File: src/hw/rtl/ncc_pkg.sv
`timescale 1ns / 1ps
`default_nettype none

package ncc_pkg;

	// fixed field widths of the point, result and control channels
	localparam int COORD_W   = 16;
	localparam int DEPTH_W   = 15;
	localparam int COUNT_W   = 20;
	localparam int CFG_IDX_W = 1;
	localparam int CFG_W     = 15;

	// values after reset of the two control registers
	localparam logic [DEPTH_W-1:0] MAX_DEPTH_RST = 15'd5000;
	localparam logic [DEPTH_W-1:0] WINDOW_RST    = 15'd50;

	// pass selector carried by every point
	typedef enum logic {
		OP_SEARCH = 1'b0,
		OP_ACCUM  = 1'b1
	} opcode_t;

	// control register indexes
	typedef enum logic [CFG_IDX_W-1:0] {
		REG_MAX_DEPTH = 1'b0,
		REG_WINDOW    = 1'b1
	} reg_idx_t;

	// control registers as seen by the point path
	typedef struct packed {
		logic [DEPTH_W-1:0] max_depth;
		logic [DEPTH_W-1:0] window;
	} cfg_t;

endpackage

`default_nettype wire

File: src/hw/rtl/ncc_ifs.sv
`timescale 1ns / 1ps
`default_nettype none

// point stream channel
interface ncc_point_if;
	logic               valid;
	logic               ready;
	logic signed [15:0] point_x;
	logic signed [15:0] point_y;
	logic signed [15:0] point_z;
	logic               opcode;
	logic               last_of_pass;

	modport source (
		output valid, point_x, point_y, point_z, opcode, last_of_pass,
		input  ready
	);
	modport sink (
		input  valid, point_x, point_y, point_z, opcode, last_of_pass,
		output ready
	);
endinterface

// centroid result channel
interface ncc_result_if;
	logic               valid;
	logic               ready;
	logic signed [15:0] centroid_x;
	logic signed [15:0] centroid_y;
	logic signed [15:0] centroid_z;
	logic        [19:0] point_count;
	logic        [14:0] nearest_depth;
	logic               valid_res;

	modport source (
		output valid, centroid_x, centroid_y, centroid_z, point_count,
		       nearest_depth, valid_res,
		input  ready
	);
	modport sink (
		input  valid, centroid_x, centroid_y, centroid_z, point_count,
		       nearest_depth, valid_res,
		output ready
	);
endinterface

`default_nettype wire

File: src/hw/rtl/ncc_front.sv
`timescale 1ns / 1ps
`default_nettype none

module ncc_front import ncc_pkg::*; #(
	parameter int MAX_POINTS = 524288,
	parameter int CNT_W      = 20,
	parameter int SUM_W      = 35,
	parameter int JOB_W      = 3 * 35 + 20 + 15
) (
	input  wire logic             clk,
	input  wire logic             arst_n,
	input  wire cfg_t             cfg,
	ncc_point_if.sink             points,
	output logic                  job_valid,
	output logic [JOB_W-1:0]      job_data,
	input  wire logic             job_ready
);

	logic                    found_q;
	logic [DEPTH_W-1:0]      nearest_q;
	logic signed [SUM_W-1:0] sum_x_q, sum_y_q, sum_z_q;
	logic [CNT_W-1:0]        cnt_q;

	logic                    xfer;
	logic [DEPTH_W-1:0]      near_cur;
	logic signed [17:0]      z_e, near_e, hi_e, lo_e;
	logic                    is_accum;
	logic                    search_hit;
	logic                    take;
	logic                    frame_end;
	logic signed [SUM_W-1:0] sum_x_n, sum_y_n, sum_z_n;
	logic [CNT_W-1:0]        cnt_n;

	assign points.ready = job_ready;
	assign xfer         = points.valid && points.ready;
	assign is_accum     = (opcode_t'(points.opcode) == OP_ACCUM);

	// nearest depth follows max_depth until a search point lowers it
	assign near_cur = found_q ? nearest_q : cfg.max_depth;

	// depth comparisons on an 18 bit signed range
	assign z_e    = 18'(points.point_z);
	assign near_e = $signed({3'b000, near_cur});
	assign hi_e   = near_e + $signed({3'b000, cfg.window});
	assign lo_e   = near_e - $signed({3'b000, cfg.window});

	assign search_hit = !is_accum && (points.point_z > 16'sd0) && (z_e < near_e);
	assign take       = is_accum && (z_e < hi_e) && (z_e > lo_e)
	                    && (cnt_q < CNT_W'(MAX_POINTS));
	assign frame_end  = is_accum && points.last_of_pass;

	// running sums including the current point
	always_comb begin
		sum_x_n = sum_x_q;
		sum_y_n = sum_y_q;
		sum_z_n = sum_z_q;
		cnt_n   = cnt_q;
		if (take) begin
			sum_x_n = sum_x_q + SUM_W'(points.point_x);
			sum_y_n = sum_y_q + SUM_W'(points.point_y);
			sum_z_n = sum_z_q + SUM_W'(points.point_z);
			cnt_n   = cnt_q + 1'b1;
		end
	end

	// finished frame goes to the queue
	assign job_valid = xfer && frame_end;
	assign job_data  = {sum_x_n, sum_y_n, sum_z_n, cnt_n, near_cur};

	// frame state
	always_ff @(posedge clk or negedge arst_n) begin
		if (!arst_n) begin
			found_q <= 1'b0;
			sum_x_q <= '0;
			sum_y_q <= '0;
			sum_z_q <= '0;
			cnt_q   <= '0;
		end else if (xfer) begin
			if (frame_end) begin
				found_q <= 1'b0;
				sum_x_q <= '0;
				sum_y_q <= '0;
				sum_z_q <= '0;
				cnt_q   <= '0;
			end else begin
				if (search_hit) begin
					found_q <= 1'b1;
				end
				sum_x_q <= sum_x_n;
				sum_y_q <= sum_y_n;
				sum_z_q <= sum_z_n;
				cnt_q   <= cnt_n;
			end
		end
	end

	// nearest depth value, gated by found_q
	always_ff @(posedge clk) begin
		if (xfer && search_hit) begin
			nearest_q <= points.point_z[DEPTH_W-1:0];
		end
	end

endmodule

`default_nettype wire

File: src/hw/rtl/ncc_queue.sv
`timescale 1ns / 1ps
`default_nettype none

module ncc_queue #(
	parameter int WIDTH = 160,
	parameter int DEPTH = 2
) (
	input  wire logic             clk,
	input  wire logic             arst_n,
	input  wire logic             wr_valid,
	input  wire logic [WIDTH-1:0] wr_data,
	output logic                  wr_ready,
	output logic                  rd_valid,
	output logic [WIDTH-1:0]      rd_data,
	input  wire logic             rd_ready
);

	localparam int PTR_W = $clog2(DEPTH);
	localparam int LVL_W = $clog2(DEPTH + 1);

	logic [WIDTH-1:0] entry_q [DEPTH];
	logic [PTR_W-1:0] wr_ptr_q, rd_ptr_q;
	logic [LVL_W-1:0] level_q;
	logic             push, pop;

	assign wr_ready = (level_q != LVL_W'(DEPTH));
	assign rd_valid = (level_q != '0);
	assign rd_data  = entry_q[rd_ptr_q];
	assign push     = wr_valid && wr_ready;
	assign pop      = rd_valid && rd_ready;

	// storage
	always_ff @(posedge clk) begin
		if (push) begin
			entry_q[wr_ptr_q] <= wr_data;
		end
	end

	// pointers and fill level
	always_ff @(posedge clk or negedge arst_n) begin
		if (!arst_n) begin
			wr_ptr_q <= '0;
			rd_ptr_q <= '0;
			level_q  <= '0;
		end else begin
			if (push) begin
				wr_ptr_q <= (wr_ptr_q == PTR_W'(DEPTH - 1)) ? '0 : wr_ptr_q + 1'b1;
			end
			if (pop) begin
				rd_ptr_q <= (rd_ptr_q == PTR_W'(DEPTH - 1)) ? '0 : rd_ptr_q + 1'b1;
			end
			if (push && !pop) begin
				level_q <= level_q + 1'b1;
			end else if (pop && !push) begin
				level_q <= level_q - 1'b1;
			end
		end
	end

endmodule

`default_nettype wire

File: src/hw/rtl/ncc_back.sv
`timescale 1ns / 1ps
`default_nettype none

module ncc_back import ncc_pkg::*; #(
	parameter int CNT_W = 20,
	parameter int SUM_W = 35,
	parameter int JOB_W = 3 * 35 + 20 + 15
) (
	input  wire logic             clk,
	input  wire logic             arst_n,
	input  wire logic             job_valid,
	input  wire logic [JOB_W-1:0] job_data,
	output logic                  job_ready,
	ncc_result_if.source          result
);

	localparam int QW     = COORD_W;
	localparam int STEP_W = $clog2(QW);

	typedef enum logic [2:0] {
		ST_IDLE = 3'b001,
		ST_DIV  = 3'b010,
		ST_DONE = 3'b100
	} state_t;

	state_t                  state_q;
	logic signed [SUM_W-1:0] sum_q [3];
	logic [CNT_W-1:0]        cnt_q;
	logic [DEPTH_W-1:0]      near_q;
	logic                    empty_q;
	logic [1:0]              axis_q;
	logic                    load_q;
	logic [STEP_W-1:0]       step_q;
	logic [CNT_W-1:0]        rem_q;
	logic [QW-1:0]           dvd_q;
	logic                    neg_q;
	logic [QW-1:0]           cen_q [3];

	logic                    res_valid_q;
	logic [QW-1:0]           res_x_q, res_y_q, res_z_q;
	logic [COUNT_W-1:0]      res_cnt_q;
	logic [DEPTH_W-1:0]      res_near_q;
	logic                    res_ok_q;

	logic                    pop;
	logic                    cnt_zero;
	logic [CNT_W-1:0]        job_cnt;
	logic signed [SUM_W-1:0] cur_sum;
	logic [SUM_W-1:0]        mag;
	logic [CNT_W:0]          trial;
	logic                    fits;
	logic [QW-1:0]           quo_n;
	logic                    out_free;

	assign job_ready = (state_q == ST_IDLE);
	assign pop       = job_valid && job_ready;
	assign job_cnt   = job_data[DEPTH_W +: CNT_W];
	assign cnt_zero  = (job_cnt == '0);
	assign out_free  = !res_valid_q || result.ready;

	// magnitude of the sum on the axis being divided
	assign cur_sum = sum_q[axis_q];
	assign mag     = cur_sum[SUM_W-1] ? SUM_W'(-cur_sum) : SUM_W'(cur_sum);

	// one restoring step: quotient never exceeds 16 bits
	assign trial = {rem_q, dvd_q[QW-1]};
	assign fits  = (trial >= {1'b0, cnt_q});
	assign quo_n = {dvd_q[QW-2:0], fits};

	// frame job registers
	always_ff @(posedge clk) begin
		if (pop) begin
			sum_q[0] <= job_data[JOB_W-1 -: SUM_W];
			sum_q[1] <= job_data[JOB_W-1-SUM_W -: SUM_W];
			sum_q[2] <= job_data[JOB_W-1-2*SUM_W -: SUM_W];
			cnt_q    <= job_cnt;
			near_q   <= job_data[DEPTH_W-1:0];
			empty_q  <= cnt_zero;
		end
	end

	// divider sequencer over the three axes
	always_ff @(posedge clk or negedge arst_n) begin
		if (!arst_n) begin
			state_q <= ST_IDLE;
			axis_q  <= '0;
			load_q  <= 1'b0;
			step_q  <= '0;
		end else begin
			unique case (state_q)
				ST_IDLE: begin
					if (pop) begin
						axis_q  <= '0;
						load_q  <= 1'b1;
						state_q <= cnt_zero ? ST_DONE : ST_DIV;
					end
				end
				ST_DIV: begin
					if (load_q) begin
						load_q <= 1'b0;
						step_q <= '0;
					end else if (step_q == STEP_W'(QW - 1)) begin
						if (axis_q == 2'd2) begin
							state_q <= ST_DONE;
						end else begin
							axis_q <= axis_q + 1'b1;
							load_q <= 1'b1;
						end
					end else begin
						step_q <= step_q + 1'b1;
					end
				end
				ST_DONE: begin
					if (out_free) begin
						state_q <= ST_IDLE;
					end
				end
				default: begin
					state_q <= ST_IDLE;
				end
			endcase
		end
	end

	// divider datapath
	always_ff @(posedge clk) begin
		if (state_q == ST_DIV) begin
			if (load_q) begin
				rem_q <= CNT_W'(mag >> QW);
				dvd_q <= mag[QW-1:0];
				neg_q <= cur_sum[SUM_W-1];
			end else begin
				rem_q <= fits ? CNT_W'(trial - {1'b0, cnt_q}) : CNT_W'(trial);
				dvd_q <= quo_n;
				if (step_q == STEP_W'(QW - 1)) begin
					cen_q[axis_q] <= neg_q ? QW'(-quo_n) : quo_n;
				end
			end
		end
	end

	// output register
	always_ff @(posedge clk or negedge arst_n) begin
		if (!arst_n) begin
			res_valid_q <= 1'b0;
		end else if (state_q == ST_DONE && out_free) begin
			res_valid_q <= 1'b1;
		end else if (result.ready) begin
			res_valid_q <= 1'b0;
		end
	end

	always_ff @(posedge clk) begin
		if (state_q == ST_DONE && out_free) begin
			res_x_q    <= empty_q ? '0 : cen_q[0];
			res_y_q    <= empty_q ? '0 : cen_q[1];
			res_z_q    <= empty_q ? '0 : cen_q[2];
			res_cnt_q  <= empty_q ? '0 : COUNT_W'(cnt_q);
			res_near_q <= empty_q ? '0 : near_q;
			res_ok_q   <= !empty_q;
		end
	end

	assign result.valid         = res_valid_q;
	assign result.centroid_x    = res_x_q;
	assign result.centroid_y    = res_y_q;
	assign result.centroid_z    = res_z_q;
	assign result.point_count   = res_cnt_q;
	assign result.nearest_depth = res_near_q;
	assign result.valid_res     = res_ok_q;

endmodule

`default_nettype wire

File: src/hw/rtl/nearest_cluster_centroid.sv
`timescale 1ns / 1ps
`default_nettype none

// Nearest-cluster centroid. Each frame is streamed twice: search points
// (opcode 0) lower the nearest valid depth below max_depth, accumulate points
// (opcode 1) sum x, y, z and count the points strictly inside nearest +/- window;
// the accumulate point flagged last_of_pass closes the frame and yields one
// result with per-axis means truncated toward zero, the count and the nearest
// depth (all zeros and valid_res low when nothing was selected). The point port
// takes one point per clock while the queue has room. Each closed frame is
// divided in the shared restoring divider of the back end (a load and 16 steps
// per axis), and the result is then held in its output register; the back end
// takes no new frame until that result is registered. A queue of QUEUE_DEPTH
// closed frames sits between the two, and the point port stalls while that queue
// is full.
// Control registers (index 0 max_depth, index 1 window) are written through
// cfg_we / cfg_index / cfg_data and take effect on the next point.
module nearest_cluster_centroid import ncc_pkg::*; #(
	parameter int MAX_POINTS  = 524288,
	parameter int QUEUE_DEPTH = 2
) (
	input  wire logic                 clk,
	input  wire logic                 arst_n,
	input  wire logic                 cfg_we,
	input  wire logic [CFG_IDX_W-1:0] cfg_index,
	input  wire logic [CFG_W-1:0]     cfg_data,
	ncc_point_if.sink                 points,
	ncc_result_if.source              result
);

	localparam int CNT_W = $clog2(MAX_POINTS + 1);
	localparam int SUM_W = CNT_W + COORD_W - 1;
	localparam int JOB_W = 3 * SUM_W + CNT_W + DEPTH_W;

	cfg_t             cfg_q;
	logic             job_valid, job_ready;
	logic [JOB_W-1:0] job_data;
	logic             q_valid, q_ready;
	logic [JOB_W-1:0] q_data;

	// control registers
	always_ff @(posedge clk or negedge arst_n) begin
		if (!arst_n) begin
			cfg_q.max_depth <= MAX_DEPTH_RST;
			cfg_q.window    <= WINDOW_RST;
		end else if (cfg_we) begin
			unique case (reg_idx_t'(cfg_index))
				REG_MAX_DEPTH: cfg_q.max_depth <= cfg_data;
				REG_WINDOW:    cfg_q.window    <= cfg_data;
				default:       cfg_q           <= cfg_q;
			endcase
		end
	end

	ncc_front #(
		.MAX_POINTS (MAX_POINTS),
		.CNT_W      (CNT_W),
		.SUM_W      (SUM_W),
		.JOB_W      (JOB_W)
	) u_front (
		.clk       (clk),
		.arst_n    (arst_n),
		.cfg       (cfg_q),
		.points    (points),
		.job_valid (job_valid),
		.job_data  (job_data),
		.job_ready (job_ready)
	);

	ncc_queue #(
		.WIDTH (JOB_W),
		.DEPTH (QUEUE_DEPTH)
	) u_queue (
		.clk      (clk),
		.arst_n   (arst_n),
		.wr_valid (job_valid),
		.wr_data  (job_data),
		.wr_ready (job_ready),
		.rd_valid (q_valid),
		.rd_data  (q_data),
		.rd_ready (q_ready)
	);

	ncc_back #(
		.CNT_W (CNT_W),
		.SUM_W (SUM_W),
		.JOB_W (JOB_W)
	) u_back (
		.clk       (clk),
		.arst_n    (arst_n),
		.job_valid (q_valid),
		.job_data  (q_data),
		.job_ready (q_ready),
		.result    (result)
	);

endmodule

`default_nettype wire

File: src/flat_wrapper.sv
// flat-port wrapper written by rule: the top's interface ports become plain ports
module nearest_cluster_centroid_flat import ncc_pkg::*;
#(
	parameter int MAX_POINTS  = 524288,
	parameter int QUEUE_DEPTH = 2
)
  (clk, arst_n, cfg_we, cfg_index, cfg_data, points_valid, points_point_x, points_point_y, points_point_z, points_opcode, points_last_of_pass, points_ready, result_valid, result_centroid_x, result_centroid_y, result_centroid_z, result_point_count, result_nearest_depth, result_valid_res, result_ready);
  ncc_point_if points_i ();
  ncc_result_if result_i ();
  input  wire logic clk;
  input  wire logic arst_n;
  input  wire logic cfg_we;
  input  wire logic [CFG_IDX_W-1:0] cfg_index;
  input  wire logic [CFG_W-1:0] cfg_data;
  input wire logic [$bits(points_i.valid)-1:0] points_valid;
  input wire logic [$bits(points_i.point_x)-1:0] points_point_x;
  input wire logic [$bits(points_i.point_y)-1:0] points_point_y;
  input wire logic [$bits(points_i.point_z)-1:0] points_point_z;
  input wire logic [$bits(points_i.opcode)-1:0] points_opcode;
  input wire logic [$bits(points_i.last_of_pass)-1:0] points_last_of_pass;
  output wire logic [$bits(points_i.ready)-1:0] points_ready;
  output wire logic [$bits(result_i.valid)-1:0] result_valid;
  output wire logic [$bits(result_i.centroid_x)-1:0] result_centroid_x;
  output wire logic [$bits(result_i.centroid_y)-1:0] result_centroid_y;
  output wire logic [$bits(result_i.centroid_z)-1:0] result_centroid_z;
  output wire logic [$bits(result_i.point_count)-1:0] result_point_count;
  output wire logic [$bits(result_i.nearest_depth)-1:0] result_nearest_depth;
  output wire logic [$bits(result_i.valid_res)-1:0] result_valid_res;
  input wire logic [$bits(result_i.ready)-1:0] result_ready;
  assign points_i.valid = points_valid;
  assign points_i.point_x = points_point_x;
  assign points_i.point_y = points_point_y;
  assign points_i.point_z = points_point_z;
  assign points_i.opcode = points_opcode;
  assign points_i.last_of_pass = points_last_of_pass;
  assign points_ready = points_i.ready;
  assign result_valid = result_i.valid;
  assign result_centroid_x = result_i.centroid_x;
  assign result_centroid_y = result_i.centroid_y;
  assign result_centroid_z = result_i.centroid_z;
  assign result_point_count = result_i.point_count;
  assign result_nearest_depth = result_i.nearest_depth;
  assign result_valid_res = result_i.valid_res;
  assign result_i.ready = result_ready;
  nearest_cluster_centroid #(.MAX_POINTS(MAX_POINTS), .QUEUE_DEPTH(QUEUE_DEPTH)) u_core (.clk(clk), .arst_n(arst_n), .cfg_we(cfg_we), .cfg_index(cfg_index), .cfg_data(cfg_data), .points(points_i), .result(result_i));
endmodule
File: config.mk
export PLATFORM = sky130hd
export DESIGN_NAME = nearest_cluster_centroid_flat
export DESIGN_NICKNAME = d
export VERILOG_FILES = /design/src/hw/rtl/ncc_pkg.sv /design/src/hw/rtl/ncc_ifs.sv /design/src/hw/rtl/ncc_front.sv /design/src/hw/rtl/ncc_queue.sv /design/src/hw/rtl/ncc_back.sv /design/src/hw/rtl/nearest_cluster_centroid.sv /design/src/flat_wrapper.sv
export SDC_FILE = /design/constraint.sdc
export NUM_CORES = 1
export LEC_CHECK = 0
export BUFFER_PORTS_ARGS = -buffer_cell sky130_fd_sc_hd__buf_4
export CAP_MARGIN = 40
export CORE_MARGIN = 2
export CORE_UTILIZATION = 35
export DETAILED_ROUTE_END_ITERATION = 16
export PLACE_DENSITY_LB_ADDON = 0.3
export SYNTH_ARGS = -nofsm -noshare
export SYNTH_HDL_FRONTEND = slang
export SYNTH_HIERARCHICAL = 1
export SYNTH_SLANG_ARGS = --single-unit
export TNS_END_PERCENT = 10
File: constraint.sdc
create_clock -name clk -period 10.78 [get_ports clk]
set_clock_uncertainty 0.05 [all_clocks]
set_input_delay 1.617 -clock clk [delete_from_list [all_inputs] [get_ports clk]]
set_output_delay 1.617 -clock clk [all_outputs]
set_load 0.005 [all_outputs]
======== Word-level counts from Yosys, hierarchy flattened ========
Memories as Yosys holds them, arrays and structs flattened. A register that Yosys moved wholly into a read port is not among the register bits.
Index checks and enable logic that the tools add are counted.
word-level totals
  memories kept ........................... 3
  register bits ........................... 295
  output and inout bits ................... 86
  memory bits (writable) .................. 433
memory list
  name                    depth  bits a word  rd ports  clocked after memory_dff  write ports  RTL line         source
  u_core.u_queue.entry_q  2      140          1         0                         1            ncc_queue.sv:21  logic [WIDTH-1:0] entry_q [DEPTH];
  u_core.u_back.sum_q     3      35           1         0                         3            ncc_back.sv:27   logic signed [SUM_W-1:0] sum_q [3];
  u_core.u_back.cen_q     3      16           3         3                         1            ncc_back.sv:37   logic [QW-1:0] cen_q [3];
cells by class
  equality and inequality tests ........... 13
  bitwise gates (word level) .............. 1
  $add $sub $neg .......................... 15
  reductions and logical operators ........ 34
  muxes and demuxes ....................... 49
  order comparisons ....................... 6
operators by type and width
  operator               count
  $mux 35                7
  $add 35x16->35         3
  $mux 20                3
  $neg 35->35            1
  $mux 16                2
  $ge 21x20->1           1
  $add 20x1->20 const B  1
  $logic_not 20->1       1
  $lt 20x20->1 const B   1
  $sub 20x20->20         1
  $mux 19                1
  $mux 1                 18
  $mux 3                 6
  $lt 16x17->1           1
  $add 15x15->16         1
  $gt 16x1->1 const B    1
  $gt 16x16->1           1
  $lt 16x16->1           1
  $neg 16->16            1
  $sub 15x15->16         1
  $mux 15                1
  $logic_and 1x1->1      14
  $ne 2x2->1 const B     7
  $mux 2                 6
  other kinds (20)       37

======== Depth between registers and ports, before layout ========
  word-level depth ........................ 8
  mapped depth ............................ 29

======== Hierarchy ========
The synthesis kept the hierarchy.
modules (own cells, without submodules)
  module                    cells each  instances  area an instance (sq um)  seq. area each (sq um)
  ncc_front                 1617        1          14468.9                   3603.5
  ncc_back                  988         1          14211.1                   9585.4
  ncc_queue                 454         1          10669.0                   8508.2
  nearest_cluster_centroid  65          1          1184.9                    760.7

======== Worst setup path after synthesis ========
OpenSTA, ideal clock, no wires.
  path type ............................... input -> register
  from .................................... in points_valid
  to ...................................... mem u_core/u_queue/entry_q[0][0] in the netlist's numbering, enable pin
  setup time .............................. 0.641 ns
  required time ........................... 10.089 ns
  buffers on the path ..................... 2
  arrival ................................. 8.084 ns
  setup slack ............................. 2.005 ns
  cell stages on the path ................. 6
  cells stage by stage .................... nand2_1 clkbuf_1 clkbuf_1 nor2_1 nand2_1 nor2_1
on the way
  longest elaborated chain between the ends .. 5
ends and longest elaborated chain
  what                          RTL line                        source
  start, declared               flat_wrapper.sv:15              input wire logic [$bits(points_i.valid)-1:0] points_valid;
  $logic_and 1x1->1             ncc_front.sv:35                 assign xfer = points.valid && points.ready;
  $logic_and 1x1->1             ncc_front.sv:67                 assign job_valid = xfer && frame_end;
  via u_core.job_valid          nearest_cluster_centroid.sv:36  logic job_valid, job_ready;
  $logic_and 1x1->1             ncc_queue.sv:29                 assign push = wr_valid && wr_ready;
  $mux 1                        ncc_queue.sv:34                 if (push) begin
  $mux 1 (implied by the code)  ncc_queue.sv:35                 entry_q[wr_ptr_q] <= wr_data;
  end, declared                 ncc_queue.sv:21
The timed path passes the listed nets, and every way through them passes these cells.

======== Worst setup path after layout ========
  from .................................... reg u_core.u_front.found_q
  to ...................................... reg u_core.u_front.sum_y_q[34]
on the way
  longest elaborated chain between the ends .. 8
  elaborated cells between the ends (all ways) .. 10
  those cells by class .................... add/sub: 2; order compare: 2; mux: 3; reduce/logical: 3
ends and longest elaborated chain
  what                    RTL line         source
  start, declared         ncc_front.sv:19  logic found_q;
  start signal, assigned  ncc_front.sv:73  found_q <= 1'b0;
  start signal, assigned  ncc_front.sv:80  found_q <= 1'b0;
  start signal, assigned  ncc_front.sv:87  found_q <= 1'b1;
  $mux 15 *               ncc_front.sv:39  assign near_cur = found_q ? nearest_q : cfg.max_depth;
  $add 15x15->16          ncc_front.sv:44  assign hi_e = near_e + $signed({3'b000, cfg.window});
  $lt 16x17->1            ncc_front.sv:48  assign take = is_accum && (z_e < hi_e) && (z_e > lo_e)
  $logic_and 1x1->1       ncc_front.sv:48
  $logic_and 1x1->1 *     ncc_front.sv:48
  $logic_and 1x1->1 *     ncc_front.sv:49  && (cnt_q < CNT_W'(MAX_POINTS));
  $mux 35 *               ncc_front.sv:58  if (take) begin
  $mux 35 *               ncc_front.sv:79  if (frame_end) begin
  end signal, assigned    ncc_front.sv:90  sum_y_q <= sum_y_n;
  end, declared           ncc_front.sv:21  logic signed [SUM_W-1:0] sum_x_q, sum_y_q, sum_z_q;
Every way passes the cells marked *; elsewhere a longest branch is shown, timed or not.
A chain may end at the register's enable or synchronous reset.

==> flow_metrics.tcl <==
set metrics [dict create \
    outcome "finished clean" \
    vias 25100 \
    postRouteAntennaNets 0 \
    ys_ff_latch 776 \
    layout.area.seq_sq_um 22500 \
    min_path_type "reg2reg" \
    p_sw_uw 3680 \
    preCtsSetupSlack_ns 3.61 \
    io_buffers 156 \
    multi_input_area_sq_um 17000 \
    ys_types 111 \
    dr.pass1.iters 5 \
    grtUsageTotal_pct 15.8 \
    cts_root_buf "clkbuf_16" \
    initial_core_util_pct 35.4 \
    postCtsSetupBuffers 0 \
    clk_pin_slew_worst_paths_ns 0.06 \
    maxSlewHeadroom_pct 38.4 \
    worst_ep_required_time_ns 11.25 \
    yosysWarningCount 6 \
    setup_ws_ns 3.52 \
    synth_cells 3124 \
    maxSlewViolCount 0 \
    die_h_microns 344 \
    finalNetCount 3567 \
    combPwrFrac_pct 36.1 \
    die-area_sq_um 119000 \
    rsz0062_at_grt "false" \
    end_kind "flop" \
    rows 124 \
    antenna_found_initial 2 \
    p_int_uw 7240 \
    drc 0 \
    synth.area.top_cells "edfxtp_1 45%, dfrtp_1 10%, ha_1 6.4%" \
    synth_edf_count 605 \
    totalWireLength_microns 94300 \
    hold_viol 0 \
    critical_path.startpoint "u_core/u_front/found_q" \
    rrSetupSlack_ns 3.52 \
    cp.arrival_ns 7.73 \
    first_iter_violations 1806 \
    wire_per_inst_microns 19.4 \
    core-area_sq_um 115000 \
    gp_congestion 0.849 \
    worstSetupPathType "reg2reg" \
    yosysSeqAreaShare_pct 55.4 \
    syn-num-nets 3409 \
    die_x_microns 344 \
    antenna_cells 0 \
    pwr-share-seq_pct 37.2 \
    min_from "u_core/u_queue/level_q[1]" \
    swShare_pct 33.7 \
    clkLatencyLatePin_ns 0.65 \
    tightest_slew_ns 0.924 \
    final-setup-viol-count 0 \
    p_clk_share_pct 26.7 \
    irDropWorstVdd_mv 0.157 \
    cts_tree "built" \
    synthesis.area_sq_um 40500 \
    cts_made_buffers 82 \
    grt_pass1_vias 24500 \
    routed_via_density 5.16 \
    async_flop_share_pct 22.0 \
    fin_total_pwr_uw 10900 \
    h-tree-depth 3 \
    grt_max_degree 141 \
    setup_tns_ns 0 \
    fmax_ghz 0.138 \
    synth_top_cell_by_area "edfxtp_1" \
    synth_top_area_share_pct 44.8 \
    fin_crit_sh_pct 67.3 \
    place_hpwl_microns 65300 \
    cts_hold_buffers 0 \
    r2r_start "u_core/u_front/found_q" \
    power-per-cell-area_nw_per_um2 236 \
    final.fill_count 10700 \
    clock_sinks 776 \
    ios 157 \
    overflow 0 \
    cts_buffer_depth 3 \
    crit_fanout 50 \
    syn_avg_cell_area_sq_um 13.0 \
    p_leak_uw 0.0179 \
    period_minus_slack_ns 7.26 \
    ys.flop_type "edfxtp_1" \
    start_kind "flop" \
    layout-drive-gt1-share_pct 19.2 \
    cts_resized 0 \
    syn2layout_area_growth_pct 14.1 \
    grt_pass1_wl_microns 146000 \
    maxCapViolCount 0 \
]
[cells in the mapped netlist (all sizes together), types with 5 or more instances]
cell      n
nand2b   27
clkbuf   56
fa        6
a211o     6
nor2b    83
dfrtp   162
and2     25
a31o      5
a21oi   187
dfstp     9
xor2     60
nand2   185
a21boi    5
a22o     98
nand4    25
nor3     29
mux2i    57
or3      10
o31ai    29
a41oi     9
o211ai   20
a221oi    5
or2       7
o21a     28
nor2    144
nor4     21
a211oi   34
xnor2   138
ha      208
buf      62
and4      7
o41ai     7
edfxtp  605
o21bai   23
inv     111
and3     19
o21ai   157
nand3    49
a31oi    21
a21o     60
mux2    258
[critical path, cell delays in order (launching register included)]
cell and delay (ns):
dfrtp_1 0.91, mux2i_1 0.39, ha_1 0.23, inv_1 0.06
fa_1 0.39, a21o_1 0.19, a21oi_1 0.22, o21bai_1 0.09
a21oi_1 0.22, o21ba_2 0.18, o21ai_0 0.12, o41ai_1 0.44
o21bai_1 0.13, a21oi_1 0.20, xor2_1 0.09, ha_1 0.30
nand3_1 0.13, nor4_1 0.41, a21bo_2 0.28, nand3_1 0.09
xnor2_1 0.25, nand3_4 0.19, buf_16 0.26, buf_4 0.36
nor3_1 0.24, mux2i_1 0.12, and2_1 0.19, a311o_1 0.35
[layout make-up]
class | instances | share of cell area, %
repair buffers | 192 | 3.54
clock buffers | 103 | 4.87
inverters | 112 | 0.926
multi-input cells | 2118 | 36.8
clock inverters | 51 | 1.20
well taps | 1512 | 4.09
flip-flops and latches | 776 | 48.6
[logic make-up after synthesis]
| group | share of synthesized area, % |
|---|---|
| compound gates | 12.4 |
| mux | 9.98 |
| simple gates | 8.45 |
| flops | 55.4 |
| xor+xnor | 4.28 |
| fa+ha+maj | 6.72 |
| buf+inv | 2.74 |
[state kept, by name, indices dropped and copies added, names as in the netlist, 4 cells and up]
name and count:
u_core/u_back/near_q 15, u_core/u_back/rem_q 20, u_core/u_back/result.point_count 20, u_core/u_back/result.nearest_depth 15, u_core/u_front/nearest_q 15, u_core/u_front/cnt_q 20
u_core/u_front/sum_y_q 35, u_core/u_back/cnt_q 20, u_core/u_back/result.centroid_z 16, u_core/u_back/result.centroid_y 16, u_core/cfg_q 30, u_core/u_back/result.centroid_x 16
u_core/u_back/dvd_q 16, u_core/u_back/sum_q 105, u_core/u_back/step_q 4, u_core/u_front/sum_x_q 35, u_core/u_back/cen_q 48, u_core/u_front/sum_z_q 35
u_core/u_queue/entry_q 280
[routing by layer]
metal	GRT usage (%)	share of wire [%]	vias up	routed length [microns]
met2	24.7	45	568	42200
met4	4.37	2.4	0	2270
met1	23.2	49	12300	46100
met3	1.86	4.0	134	3740
met5	0	0	-	0
li1	-	-	12100	-
[cell usage in the layout (no fill, tap or decap), types with 28 or more instances in the layout]
cell and count:
nand2_1 181, nand3_1 47, a211oi_1 32, dfrtp_1 159
nor2_1 139, o21ai_1 36, ha_1 208, edfxtp_1 605
mux2_4 119, mux2i_1 41, a21o_1 60, mux2_1 31
buf_4 178, inv_1 108, o21ai_0 121, nor2b_1 82
a22o_1 98, xnor2_1 138, xor2_1 60, a21oi_1 184
clkbuf_16 84, mux2_2 108, o21a_1 28
[final timing paths]
check / cells past startpoint / end
min in group asynchronous: 1 / u_core/u_front/sum_y_q[0]
max reg2reg: 27 / u_core/u_front/sum_y_q[34]
min reg2reg: 1 / u_core/u_queue/level_q[1]
max: 27 / u_core/u_front/sum_y_q[34]
max in group asynchronous: 3 / u_core/u_front/sum_y_q[27]
min: 1 / u_core/u_queue/level_q[1]
[power by group through the flow]
stage / Clock, uW / Combinational (uW) / Sequential [uW]
finish: 2920 / 3940 / 4060
global route: 3120 / 4380 / 4100
CTS: 3000 / 3940 / 4060
detailed placement: 0 / 3920 / 4110
global placement: 0 / 3830 / 4110
floorplan: 0 / 3080 / 4040
[per-stage QoR]
step / utilization [%] / area [sq um] / instances / hold WS (ns)
after detailed placement: 37.9 / 43400 / 4710 / 0.432
after global placement: 37.6 / 43200 / 4698 / 0.423
final: 40.3 / 46200 / 4864 / 0.437
after floorplan: - / 40500 / 3124 / 0.406
after CTS: 40.3 / 46200 / 4864 / 0.441
after global routing: 40.3 / 46200 / 4864 / 0.480
Note: power is estimated with default switching activity, not from simulation.
